===== config.mk =====
export PLATFORM = sky130hd
export DESIGN_NAME = ascii85_stream_decoder_core
export DESIGN_NICKNAME = d
export VERILOG_FILES = /design/src/design/asc85_pkg.sv /design/src/design/ascii85_stream_decoder_core.sv /design/src/design/asc85_in_reg.sv /design/src/design/asc85_decode.sv /design/src/design/asc85_out_buf.sv
export SDC_FILE = /design/constraint.sdc
export NUM_CORES = 1
export LEC_CHECK = 0
export ABC_AREA = 1
export ABC_CLOCK_PERIOD_IN_PS = 10230
export BUFFER_PORTS_ARGS = -buffer_cell sky130_fd_sc_hd__buf_4
export CAP_MARGIN = 10
export CELL_PAD_IN_SITES_DETAIL_PLACEMENT = 0
export CELL_PAD_IN_SITES_GLOBAL_PLACEMENT = 1
export CORE_MARGIN = 1
export CORE_UTILIZATION = 45
export DETAILED_ROUTE_END_ITERATION = 10
export GPL_TIMING_DRIVEN = 0
export PLACE_DENSITY = 0.83
export SETUP_SLACK_MARGIN = 0.15
export SYNTH_ARGS = -nofsm -noshare
export SYNTH_HDL_FRONTEND = slang
export SYNTH_SLANG_ARGS = --single-unit

===== constraint.sdc =====
create_clock -name i_clk -period 10.23 [get_ports i_clk]
set_input_delay 2.046 -clock i_clk [delete_from_list [all_inputs] [get_ports i_clk]]
set_output_delay 2.046 -clock i_clk [all_outputs]
set_load 0.05 [all_outputs]

===== src/design/asc85_pkg.sv =====
// ----------------------------------------------------------------------------
// asc85_pkg
// Types, character constants and helper functions shared by the decoder.
// ----------------------------------------------------------------------------
package asc85_pkg;

    typedef enum logic [2:0] {
        MODE_OUT   = 3'd0,
        MODE_LT    = 3'd1,
        MODE_IN    = 3'd2,
        MODE_TILDE = 3'd3,
        MODE_SKIP  = 3'd4,
        MODE_HALT  = 3'd5
    } t_mode;

    typedef enum logic [2:0] {
        STATUS_DATA     = 3'd0,
        STATUS_BAD_CHAR = 3'd1,
        STATUS_Z_MID    = 3'd2,
        STATUS_TILDE    = 3'd3,
        STATUS_END_IN   = 3'd4
    } t_status;

    // results of one item; data[0] goes out first
    typedef struct packed {
        logic [2:0]      count;
        logic [3:0][7:0] data;
        t_status         status;
    } t_bundle;

    localparam logic [7:0] CHAR_BANG  = 8'h21;
    localparam logic [7:0] CHAR_U     = 8'h75;
    localparam logic [7:0] CHAR_Z     = 8'h7A;
    localparam logic [7:0] CHAR_TILDE = 8'h7E;
    localparam logic [7:0] CHAR_GT    = 8'h3E;
    localparam logic [7:0] CHAR_LT    = 8'h3C;
    localparam logic [7:0] CHAR_DEL   = 8'h7F;

    localparam logic [2:0] GROUP_LAST = 3'd4;

    function automatic logic [31:0] weight85(input logic [2:0] idx);
        logic [31:0] w;
        case (idx)
            3'd0:    w = 32'd52200625;
            3'd1:    w = 32'd614125;
            3'd2:    w = 32'd7225;
            3'd3:    w = 32'd85;
            3'd4:    w = 32'd1;
            default: w = 32'd0;
        endcase
        return w;
    endfunction

    function automatic logic is_space(input logic [7:0] c);
        return (c == 8'h0A) || (c == 8'h0D) || (c == 8'h09) || (c == 8'h20) ||
               (c == 8'h00) || (c == 8'h0C) || (c == 8'h08) || (c == CHAR_DEL);
    endfunction

endpackage


===== src/design/ascii85_stream_decoder_core.sv =====
// ----------------------------------------------------------------------------
// ascii85_stream_decoder_core
// ASCII85 stream decoder with byte pass-through outside encoded regions when preserve_outside is set.
// ----------------------------------------------------------------------------
// Input channel: one character byte or an end-of-input marker per transfer
// (i_in_valid / o_in_ready). Output channel: one byte with status and last
// per transfer (o_out_valid / i_out_ready); last marks the final result of
// an input item. An item gives zero to four results. Items are decoded from
// the input register; their results load into the result register when it
// is free. Throughput: one item per cycle while each item gives at most one
// result and the receiver is ready; a multi-result item holds the result
// register until all are sent, and one more item can wait in the input
// register. Receiver stall: results stay put; the result register and the
// input register fill, then o_in_ready drops. Items giving no result still
// pass. Reset (synchronous, active low) returns to the outside-region
// state and clears preserve_outside, which i_cfg_wr_en / i_cfg_wr_data
// write; the user must write it only while the block is idle, which the
// block does not enforce. After an error result the block drops all items.
// ----------------------------------------------------------------------------
module ascii85_stream_decoder_core (
    input  logic       i_clk,
    input  logic       i_rst_n,
    input  logic       i_cfg_wr_en,
    input  logic       i_cfg_wr_data,
    input  logic       i_in_valid,
    output logic       o_in_ready,
    input  logic [7:0] i_in_byte,
    input  logic       i_end_of_input,
    output logic       o_out_valid,
    input  logic       i_out_ready,
    output logic [7:0] o_out_byte,
    output logic [2:0] o_status,
    output logic       o_last
);

    logic               dec_valid;
    logic [7:0]         dec_byte;
    logic               dec_eoi;
    logic               advance;
    logic               buf_free;
    asc85_pkg::t_bundle bundle;

    asc85_in_reg u_in_reg (
        .i_clk          (i_clk),
        .i_rst_n        (i_rst_n),
        .i_in_valid     (i_in_valid),
        .o_in_ready     (o_in_ready),
        .i_in_byte      (i_in_byte),
        .i_end_of_input (i_end_of_input),
        .i_advance      (advance),
        .o_valid        (dec_valid),
        .o_byte         (dec_byte),
        .o_eoi          (dec_eoi)
    );

    asc85_decode u_decode (
        .i_clk         (i_clk),
        .i_rst_n       (i_rst_n),
        .i_cfg_wr_en   (i_cfg_wr_en),
        .i_cfg_wr_data (i_cfg_wr_data),
        .i_valid       (dec_valid),
        .i_byte        (dec_byte),
        .i_eoi         (dec_eoi),
        .i_buf_free    (buf_free),
        .o_advance     (advance),
        .o_bundle      (bundle)
    );

    asc85_out_buf u_out_buf (
        .i_clk       (i_clk),
        .i_rst_n     (i_rst_n),
        .i_load      (advance && (bundle.count != 3'd0)),
        .i_bundle    (bundle),
        .o_free      (buf_free),
        .o_out_valid (o_out_valid),
        .i_out_ready (i_out_ready),
        .o_out_byte  (o_out_byte),
        .o_status    (o_status),
        .o_last      (o_last)
    );

endmodule


===== src/design/asc85_in_reg.sv =====
// ----------------------------------------------------------------------------
// asc85_in_reg
// Input register: holds one accepted item until the decode stage takes it.
// ----------------------------------------------------------------------------
module asc85_in_reg (
    input  logic       i_clk,
    input  logic       i_rst_n,
    input  logic       i_in_valid,
    output logic       o_in_ready,
    input  logic [7:0] i_in_byte,
    input  logic       i_end_of_input,
    input  logic       i_advance,
    output logic       o_valid,
    output logic [7:0] o_byte,
    output logic       o_eoi
);

    logic       r_valid;
    logic [7:0] r_byte;
    logic       r_eoi;
    logic       load;

    assign o_in_ready = !r_valid || i_advance;
    assign load       = i_in_valid && o_in_ready;

    always_ff @(posedge i_clk) begin
        if (!i_rst_n) begin
            r_valid <= 1'b0;
        end else if (load) begin
            r_valid <= 1'b1;
        end else if (i_advance) begin
            r_valid <= 1'b0;
        end
    end

    always_ff @(posedge i_clk) begin
        if (load) begin
            r_byte <= i_in_byte;
            r_eoi  <= i_end_of_input;
        end
    end

    assign o_valid = r_valid;
    assign o_byte  = r_byte;
    assign o_eoi   = r_eoi;

endmodule


===== src/design/asc85_decode.sv =====
// ----------------------------------------------------------------------------
// asc85_decode
// Region tracking, base-85 group accumulation and result forming.
// ----------------------------------------------------------------------------
module asc85_decode (
    input  logic               i_clk,
    input  logic               i_rst_n,
    input  logic               i_cfg_wr_en,
    input  logic               i_cfg_wr_data,
    input  logic               i_valid,
    input  logic [7:0]         i_byte,
    input  logic               i_eoi,
    input  logic               i_buf_free,
    output logic               o_advance,
    output asc85_pkg::t_bundle o_bundle
);

    asc85_pkg::t_mode r_mode, n_mode;
    logic [2:0]       r_count, n_count;
    logic [31:0]      r_group, n_group;
    logic             r_preserve;

    logic [7:0]  digit;
    logic [31:0] digit_ext;
    logic [31:0] sum_digit;
    logic [31:0] sum_round;
    logic [2:0]  count_dec;
    logic        is_digit;
    logic        is_ws;
    asc85_pkg::t_bundle bundle;

    assign digit     = i_byte - asc85_pkg::CHAR_BANG;
    assign digit_ext = {25'd0, digit[6:0]};
    assign sum_digit = r_group + digit_ext * asc85_pkg::weight85(r_count);
    assign count_dec = r_count - 3'd1;
    assign sum_round = r_group + asc85_pkg::weight85(count_dec);
    assign is_digit  = (i_byte >= asc85_pkg::CHAR_BANG) && (i_byte <= asc85_pkg::CHAR_U);
    assign is_ws     = asc85_pkg::is_space(i_byte);

    // next state
    always_comb begin
        n_mode  = r_mode;
        n_count = r_count;
        n_group = r_group;
        case (r_mode)
            asc85_pkg::MODE_OUT: begin
                if (!i_eoi && i_byte == asc85_pkg::CHAR_LT) begin
                    n_mode = asc85_pkg::MODE_LT;
                end
            end
            asc85_pkg::MODE_LT: begin
                n_mode = asc85_pkg::MODE_OUT;
                if (!i_eoi && i_byte == asc85_pkg::CHAR_TILDE) begin
                    n_mode  = asc85_pkg::MODE_IN;
                    n_count = 3'd0;
                    n_group = 32'd0;
                end
            end
            asc85_pkg::MODE_IN: begin
                if (i_eoi) begin
                    n_mode = asc85_pkg::MODE_HALT;
                end else if (is_ws) begin
                    n_mode = asc85_pkg::MODE_IN;
                end else if (i_byte == asc85_pkg::CHAR_Z) begin
                    if (r_count != 3'd0) begin
                        n_mode = asc85_pkg::MODE_HALT;
                    end
                end else if (i_byte == asc85_pkg::CHAR_TILDE) begin
                    n_mode = asc85_pkg::MODE_TILDE;
                end else if (is_digit) begin
                    if (r_count == asc85_pkg::GROUP_LAST) begin
                        n_count = 3'd0;
                        n_group = 32'd0;
                    end else begin
                        n_count = r_count + 3'd1;
                        n_group = sum_digit;
                    end
                end else begin
                    n_mode = asc85_pkg::MODE_HALT;
                end
            end
            asc85_pkg::MODE_TILDE: begin
                if (i_eoi || i_byte != asc85_pkg::CHAR_GT) begin
                    n_mode = asc85_pkg::MODE_HALT;
                end else begin
                    n_mode  = asc85_pkg::MODE_SKIP;
                    n_count = 3'd0;
                    n_group = 32'd0;
                end
            end
            asc85_pkg::MODE_SKIP: begin
                n_mode = asc85_pkg::MODE_OUT;
            end
            default: begin
                n_mode = asc85_pkg::MODE_HALT;
            end
        endcase
    end

    // results
    always_comb begin
        bundle.count  = 3'd0;
        bundle.data   = '0;
        bundle.status = asc85_pkg::STATUS_DATA;
        case (r_mode)
            asc85_pkg::MODE_OUT: begin
                if (!i_eoi && i_byte != asc85_pkg::CHAR_LT && r_preserve) begin
                    bundle.count   = 3'd1;
                    bundle.data[0] = i_byte;
                end
            end
            asc85_pkg::MODE_LT: begin
                if (r_preserve) begin
                    if (i_eoi) begin
                        bundle.count   = 3'd1;
                        bundle.data[0] = asc85_pkg::CHAR_LT;
                    end else if (i_byte != asc85_pkg::CHAR_TILDE) begin
                        bundle.count   = 3'd2;
                        bundle.data[0] = asc85_pkg::CHAR_LT;
                        bundle.data[1] = i_byte;
                    end
                end
            end
            asc85_pkg::MODE_IN: begin
                if (i_eoi) begin
                    bundle.count  = 3'd1;
                    bundle.status = asc85_pkg::STATUS_END_IN;
                end else if (is_ws) begin
                    bundle.count = 3'd0;
                end else if (i_byte == asc85_pkg::CHAR_Z) begin
                    if (r_count != 3'd0) begin
                        bundle.count  = 3'd1;
                        bundle.status = asc85_pkg::STATUS_Z_MID;
                    end else begin
                        bundle.count = 3'd4;
                    end
                end else if (i_byte == asc85_pkg::CHAR_TILDE) begin
                    bundle.count = 3'd0;
                end else if (is_digit) begin
                    if (r_count == asc85_pkg::GROUP_LAST) begin
                        bundle.count   = 3'd4;
                        bundle.data[0] = sum_digit[31:24];
                        bundle.data[1] = sum_digit[23:16];
                        bundle.data[2] = sum_digit[15:8];
                        bundle.data[3] = sum_digit[7:0];
                    end
                end else begin
                    bundle.count  = 3'd1;
                    bundle.status = asc85_pkg::STATUS_BAD_CHAR;
                end
            end
            asc85_pkg::MODE_TILDE: begin
                if (i_eoi || i_byte != asc85_pkg::CHAR_GT) begin
                    bundle.count  = 3'd1;
                    bundle.status = asc85_pkg::STATUS_TILDE;
                end else if (r_count != 3'd0) begin
                    bundle.count   = count_dec;
                    bundle.data[0] = sum_round[31:24];
                    bundle.data[1] = sum_round[23:16];
                    bundle.data[2] = sum_round[15:8];
                    bundle.data[3] = sum_round[7:0];
                end
            end
            default: begin
                bundle.count = 3'd0;
            end
        endcase
    end

    assign o_advance = i_valid && (bundle.count == 3'd0 || i_buf_free);
    assign o_bundle  = bundle;

    always_ff @(posedge i_clk) begin
        if (!i_rst_n) begin
            r_mode  <= asc85_pkg::MODE_OUT;
            r_count <= 3'd0;
            r_group <= 32'd0;
        end else if (o_advance) begin
            r_mode  <= n_mode;
            r_count <= n_count;
            r_group <= n_group;
        end
    end

    always_ff @(posedge i_clk) begin
        if (!i_rst_n) begin
            r_preserve <= 1'b0;
        end else if (i_cfg_wr_en) begin
            r_preserve <= i_cfg_wr_data;
        end
    end

endmodule


===== src/design/asc85_out_buf.sv =====
// ----------------------------------------------------------------------------
// asc85_out_buf
// Result register: holds the results of one item and sends them one a cycle while the receiver is ready.
// ----------------------------------------------------------------------------
module asc85_out_buf (
    input  logic               i_clk,
    input  logic               i_rst_n,
    input  logic               i_load,
    input  asc85_pkg::t_bundle i_bundle,
    output logic               o_free,
    output logic               o_out_valid,
    input  logic               i_out_ready,
    output logic [7:0]         o_out_byte,
    output logic [2:0]         o_status,
    output logic               o_last
);

    logic [2:0]          r_rem;
    logic [3:0][7:0]     r_data;
    asc85_pkg::t_status  r_status;
    logic                pop;

    assign pop    = (r_rem != 3'd0) && i_out_ready;
    assign o_free = (r_rem == 3'd0) || ((r_rem == 3'd1) && i_out_ready);

    always_ff @(posedge i_clk) begin
        if (!i_rst_n) begin
            r_rem <= 3'd0;
        end else if (i_load) begin
            r_rem <= i_bundle.count;
        end else if (pop) begin
            r_rem <= r_rem - 3'd1;
        end
    end

    always_ff @(posedge i_clk) begin
        if (i_load) begin
            r_data   <= i_bundle.data;
            r_status <= i_bundle.status;
        end else if (pop) begin
            r_data <= {8'd0, r_data[3:1]};
        end
    end

    assign o_out_valid = (r_rem != 3'd0);
    assign o_out_byte  = r_data[0];
    assign o_status    = r_status;
    assign o_last      = (r_rem == 3'd1);

endmodule


Word-level counts from Yosys, hierarchy flattened
Cells that the tools add are included.
{"block": "op_classes", "add_sub_neg": 6, "mul": 1, "magnitude_cmp": 2, "eq_ne": 36, "n_mux": 76, "n_reduce_logical": 37}
{"op": "32-bit two-way mux", "count": 14}
{"op": "35-bit two-way mux", "count": 10}
{"op": "26-bit one-hot mux with 5 select lines", "count": 2}
{"op": "32-bit one-hot mux with 3 select lines", "count": 1}
{"op": "3-bit two-way mux", "count": 27}
{"op": "8-bit by 4-bit == test with 1-bit output, second input constant", "count": 5}
{"op": "32-bit by 26-bit adder with 32-bit output", "count": 1}
{"op": "32-bit adder", "count": 1}
{"op": "7-bit by 26-bit multiplier with 32-bit output", "count": 1}
{"op": "16-bit two-way mux", "count": 2}
{"op": "16-bit one-hot mux with 2 select lines", "count": 1}
{"op": "8-bit one-hot mux with 4 select lines", "count": 1}
{"op": "8-bit by 7-bit == test with 1-bit output, second input constant", "count": 3}
{"op": "8-bit two-way mux", "count": 3}
{"op": "8-bit one-hot mux with 3 select lines", "count": 1}
{"op": "3-bit by 2-bit == test with 1-bit output, second input constant", "count": 6}
{"op": "8-bit by 6-bit == test with 1-bit output, second input constant", "count": 2}
{"op": "8-bit by 6-bit != test with 1-bit output, second input constant", "count": 2}
{"op": "3-bit logical NOT", "count": 5}
{"op": "3-bit one-hot mux with 5 select lines", "count": 1}
{"op": "3-bit by 1-bit == test with 1-bit output, second input constant", "count": 4}
{"op": "3-bit one-hot mux with 4 select lines", "count": 1}
{"op": "3-bit nonzero test", "count": 4}
{"op": "1-bit logical OR", "count": 11}
{"op": "other kinds (21)", "count": 49}
{"block": "word_totals", "ff_bits": 87, "out_inout_bits": 14}

Logic depth before layout (Yosys ltp)
{"block": "logic_depth", "depth_word": 23, "mapped_depth": 33, "ltp_nobuf": 32}

By module
Synthesis repeated with hierarchy kept, for this count alone.
{"block": "unflattened", "cells_unflattened": 1781, "hier_area_um2": 12405.6}
{"mod": "asc85_decode", "instances": 1, "cells_per_inst": 1584, "area_per_inst_um2": 10331.2, "seq_area_each_um2": 780.7}
{"mod": "asc85_out_buf", "instances": 1, "cells_per_inst": 177, "area_per_inst_um2": 1736.7, "seq_area_each_um2": 1111.1}
{"mod": "asc85_in_reg", "instances": 1, "cells_per_inst": 16, "area_per_inst_um2": 321.6, "seq_area_each_um2": 290.3}
{"mod": "ascii85_stream_decoder_core", "instances": 1, "cells_per_inst": 4, "area_per_inst_um2": 16.3, "seq_area_each_um2": 0.0}

Least setup slack after synthesis
OpenSTA, ideal clock, no wires.
{"block": "synth_timing", "path_kind": "reg-to-reg", "from": "reg u_in_reg.r_byte[0], in the netlist u_in_reg.o_byte[0]", "to": "reg u_out_buf.r_data[14] (netlist bit) (data pin)", "setup_time_ns": 0.252, "arrival_ns": 5.436, "required_ns": 9.978, "setup_slack_ns": 4.542, "stages_incl_launch_ff": 31, "synth_period_minus_slack_ns": 5.688, "path_cell_list": "edfxtp_1 -> clkbuf_1 -> inv_1 -> ha_1 -> inv_1 -> nor2_1 -> nand2_2 -> nand2_2 -> xor2_1 -> inv_1 -> nor2_1 -> xor2_1 -> ha_1 -> a31o_2 -> fa_1 -> inv_1 -> fa_1 -> fa_1 -> inv_1 -> ha_1 -> nand2_1 -> nor2_1 -> inv_1 -> nor3_1 -> nand3_1 -> nand3_1 -> nand2_1 -> nand3_1 -> o211ai_1 -> nand2_1 -> nand2_1"}
{"block": "synth_between", "elab_chain_cells": 17}
{"element": "start, declared", "line_no": "asc85_in_reg.sv:19", "source": "logic [7:0] r_byte;"}
{"element": "start signal, assigned", "line_no": "asc85_in_reg.sv:38", "source": "r_byte <= i_in_byte;"}
{"element": "7-bit by 6-bit subtractor with 7-bit output", "line_no": "asc85_decode.sv:32", "source": "assign digit = i_byte - asc85_pkg::CHAR_BANG;"}
{"element": "7-bit by 26-bit multiplier with 32-bit output", "line_no": "asc85_decode.sv:34", "source": "assign sum_digit = r_group + digit_ext * asc85_pkg::weight85(r_count);"}
{"element": "32-bit adder", "line_no": "asc85_decode.sv:34"}
{"element": "35-bit two-way mux", "line_no": "asc85_decode.sv:140", "source": "if (r_count == asc85_pkg::GROUP_LAST) begin"}
{"element": "35-bit two-way mux", "line_no": "asc85_decode.sv:139", "source": "end else if (is_digit) begin"}
{"element": "35-bit two-way mux", "line_no": "asc85_decode.sv:137", "source": "end else if (i_byte == asc85_pkg::CHAR_TILDE) begin"}
{"element": "35-bit two-way mux", "line_no": "asc85_decode.sv:130", "source": "end else if (i_byte == asc85_pkg::CHAR_Z) begin"}
{"element": "35-bit two-way mux", "line_no": "asc85_decode.sv:128", "source": "end else if (is_ws) begin"}
{"element": "35-bit two-way mux", "line_no": "asc85_decode.sv:125", "source": "if (i_eoi) begin"}
{"element": "35-bit two-way mux", "line_no": "asc85_decode.sv:105", "source": "case (r_mode)"}
{"element": "32-bit two-way mux", "line_no": "asc85_decode.sv:139"}
{"element": "35-bit two-way mux", "line_no": "asc85_decode.sv:137"}
{"element": "32-bit two-way mux", "line_no": "asc85_decode.sv:130"}
{"element": "35-bit two-way mux", "line_no": "asc85_decode.sv:128"}
{"element": "32-bit two-way mux", "line_no": "asc85_decode.sv:125"}
{"element": "8-bit one-hot mux with 3 select lines", "line_no": "asc85_decode.sv:105"}
{"element": "32-bit two-way mux (*)", "line_no": "asc85_out_buf.sv:37", "source": "if (i_load) begin"}
{"element": "end signal, assigned", "line_no": "asc85_out_buf.sv:38", "source": "r_data <= i_bundle.data;"}
{"element": "end signal, assigned", "line_no": "asc85_out_buf.sv:41", "source": "r_data <= {8'd0, r_data[3:1]};"}
{"element": "end, declared", "line_no": "asc85_out_buf.sv:19", "source": "logic [3:0][7:0] r_data;"}
Mark *: on every way between the ends. The rest lies on a longest branch, timed or not. The select of a mux whose other input is x is not followed.
A chain may end at the register's enable or synchronous reset.

Worst setup path in the final report
Ends and elaborated chain as after synthesis.

==> results.py <==
metrics = {
    "synthesis": {
        "synth_flop_cell": "edfxtp_1",
        "syn_nets": 2066,
        "synthAdderAreaFrac_pct": 27.7,
        "ys_seq_area_share_pct": 17.3,
        "synthArstFlopShare_pct": 0,
        "synthCells": 1828,
        "synth.ff_latch_count": 87,
        "synthMuxAreaShare_pct": 0,
        "synth-xor-area-share_pct": 2.22,
        "syn_area_um2": 12600,
        "synth_top_family_by_area": "simple AND/OR/NAND/NOR gates",
        "synth_cell_types": 51,
        "synth_simple_gate_area_share_pct": 31.8,
        "yosysWarnings": 0,
        "synth-edff-count": 44,
        "postSynthAreaPerCell_um2": 6.89,
        "synth_compound_area_share_pct": 8.45,
    },
    "drt": {
        "drcViolationCount": 0,
        "dr.pass1.iters": 6,
        "drt-wirelength-per-cell_um": 19.2,
        "wirelength_um": 43000,
        "vias": 12100,
        "postRouteAntennaNets": 0,
        "drt-initial-drc-count": 1175,
        "viasPerCell": 5.40,
    },
    "clock_tree": {
        "path_clk_slew_ns": 0.07,
        "cts_max_level": 3,
        "clock_latency_ns": 0.36,
        "clockBufferDepth": 2,
        "hold_buffers": 0,
        "clkSinkCount": 87,
        "ctsResizeCount": 0,
        "cts_buffers": 9,
        "cts_tree": "done",
        "clockRootBuffer": "clkbuf_16",
        "cts_setup_buffers": 0,
    },
    "finish": {
        "synthToLayoutAreaGrowth_pct": 7.77,
        "antenna_cells": 0,
        "drive_gt1_share_pct": 6.78,
        "nNetsFinal": 2105,
    },
    "worst_hold_path": {
        "min_path_type": "reg2reg",
    },
    "place": {
        "gp_congestion": 0.973,
        "post-dp-hpwl_um": 37000,
        "portBuffers": 28,
    },
    "critical_path": {
        "path_buf_inv": 7,
        "worstPathMaxFanout": 9,
        "crit_family": "adder cells",
        "endpoint_kind": "register",
        "slowest_delay_ns": 0.74,
        "cp_slowest_cell": "xor2_1",
        "cp_common_cell": "inv_1",
        "start_kind": "register",
        "worstPathArrival_ns": 8.23,
        "critPathKind": "reg2reg",
        "critPathRequiredTime_ns": 10.34,
    },
    "power_and_ir_drop": {
        "powerDensity_nw_per_um2": 160,
        "power_leakage_nw": 6.78,
        "fin_total_pwr_mw": 2.18,
        "ir_worst_vdd_mv": 0.115,
    },
    "sta": {
        "final-setup-viol-count": 0,
        "hold_violations": 0,
        "setup_tns_ns": 0,
        "finalClockSkew_ns": 0.00956,
        "finalCritPeriodShare_pct": 79.4,
        "fmax_mhz": 123,
        "worstMarginPinSlew_ns": 1.10,
        "slew_viol_final": 0,
        "relSlewSlack_pct": 26.4,
        "period_minus_slack_ns": 8.12,
        "rsz0062_at_grt": "false",
    },
    "job": {
        "maxCapViolCount": 0,
    },
    "global_routing": {
        "grt_max_degree": 33,
        "grt.overflow.total": 0,
        "grt_pass1_wl_um": 66600,
        "antenna_found_initial": 0,
        "grt_pass1_vias": 11700,
        "groute.usage.overall_pct": 31.3,
    },
    "floorplan": {
        "dieHeight_um": 169,
        "initial_utilization_pct": 46.4,
        "die-area_um2": 28700,
        "die_w_um": 169,
        "core_um2": 27200,
        "core.rowCount": 60,
        "io_pins": 29,
    },
    "run_status": {
        "outcome": "complete, no violations",
    },
}
## state kept, by name, summed over array words and instances (netlist names)
register	count
u_out_buf.r_data	24
u_out_buf.o_out_byte	8
u_decode.r_mode	3
u_out_buf.r_rem	3
u_in_reg.o_byte	8
u_in_reg.o_valid	1
u_in_reg.o_eoi	1
u_decode.r_group	32
u_out_buf.o_status	3
u_decode.r_count	3
u_decode.r_preserve	1
## worst paths after layout
| path | from | endpoint | slack [ns] | depth (start not counted) |
|---|---|---|---|---|
| setup / recovery | u_in_reg.o_byte[0]$_DFFE_PP_ | u_out_buf.r_data[14]$_DFFE_PP_ | 2.11 | 30 |
| hold / removal | u_out_buf.r_rem[1]$_SDFFE_PN0P_ | u_out_buf.r_rem[1]$_SDFFE_PN0P_ | 0.49 | 2 |
| setup reg to reg | u_in_reg.o_byte[0]$_DFFE_PP_ | u_out_buf.r_data[14]$_DFFE_PP_ | 2.11 | 30 |
| hold reg to reg | u_out_buf.r_rem[1]$_SDFFE_PN0P_ | u_out_buf.r_rem[1]$_SDFFE_PN0P_ | 0.49 | 2 |
## tightest hold or removal path, delay by kind of cell, from the launching register on
family | cells | cell delay, ns
compound gates | 1 | 0.06
flops | 1 | 0.32
simple gates | 1 | 0.07
## stage by stage
stage | instance area [um2] | cells | hold WS (ns) | utilization (%) | worst slack [ns]
2_1_floorplan | 12600 | 1828 | 0.456 | - | 4.54
3_3_place_gp | 13300 | 2228 | 0.479 | 48.8 | 2.19
3_5_place_dp | 13300 | 2228 | 0.482 | 48.8 | 2.29
4_1_cts | 13600 | 2244 | 0.492 | 49.9 | 2.25
5_1_grt | 13600 | 2244 | 0.519 | 50.0 | 1.64
6_report | 13600 | 2244 | 0.490 | 50.0 | 2.11
## Yosys cell counts (5+ instances only)
master | number | area, um2
nand2_1 | 441 | 1660
nand3b_1 | 8 | 60.1
o21ai_0 | 43 | 215
a21oi_1 | 98 | 490
edfxtp_1 | 44 | 1320
nand2_2 | 8 | 50.1
clkbuf_1 | 21 | 78.8
o21bai_1 | 6 | 45.0
o211ai_1 | 5 | 37.5
inv_2 | 12 | 45.0
nor3_1 | 27 | 135
nor2_1 | 193 | 724
inv_1 | 333 | 1250
xnor2_1 | 23 | 201
dfxtp_1 | 43 | 861
or2_2 | 11 | 68.8
buf_4 | 9 | 67.6
nand3_1 | 125 | 626
a31oi_1 | 6 | 37.5
nand4_1 | 62 | 388
xor2_1 | 9 | 78.8
fa_1 | 93 | 1860
buf_6 | 8 | 90.1
buf_2 | 7 | 35.0
nand3_2 | 6 | 60.1
ha_1 | 130 | 1630
## report_power, final
group	switching (mW)	total, mW	internal, mW
clock	0.148	0.346	0.197
sequential	0.0300	0.477	0.447
combinational	0.910	1.36	0.446
## routing by layer
layer	GRT usage [%]	wire [um]	vias to the layer above
li1	-	-	5919
met1	43.5	19500	5627
met2	47.8	18100	496
met3	6.93	3870	83
met4	10.7	1510	0
met5	0	0	-
## layout by cell type (no fill, tap or decap), drive strengths merged, types with 4 or more instances in the layout
master / netlist / routed
nand2: 451 / 451
nand3: 133 / 133
buf: 25 / 53
or2: 11 / 11
inv: 345 / 346
a31oi: 6 / 6
ha: 130 / 130
o22a: 4 / 4
nand3b: 8 / 8
nor3: 31 / 31
o21ai: 47 / 47
fa: 93 / 93
a21oi: 99 / 99
a21o: 4 / 4
nand4: 62 / 62
a31o: 4 / 4
nor2: 201 / 201
edfxtp: 44 / 44
xnor2: 23 / 23
o21bai: 6 / 6
xor2: 9 / 9
o211ai: 5 / 5
clkbuf: 21 / 33
dfxtp: 43 / 43
## cell families (layout without fill, tap and decap cells)
family                   after synthesis  in the layout
adder cells (fa/ha/maj)              223            223
AO/OA/AOI/OAI                        189            189
flip-flops                            87             87
XOR/XNOR                              32             32
AND/OR/NAND/NOR                      906            906
buffers and inverters                391            435
## area by class of cell
cell class | count | area [um2]
inverter | 345 | 1290
tap | 372 | 465
multi-input combinational | 1350 | 8850
buffer | 46 | 275
sequential | 87 | 2180
clock buffer | 12 | 246
fill | 2862 | 13600
clock inverter | 4 | 53.8
timing repair buffer | 28 | 210
No activity file was read; power rests on OpenSTA's default activity.
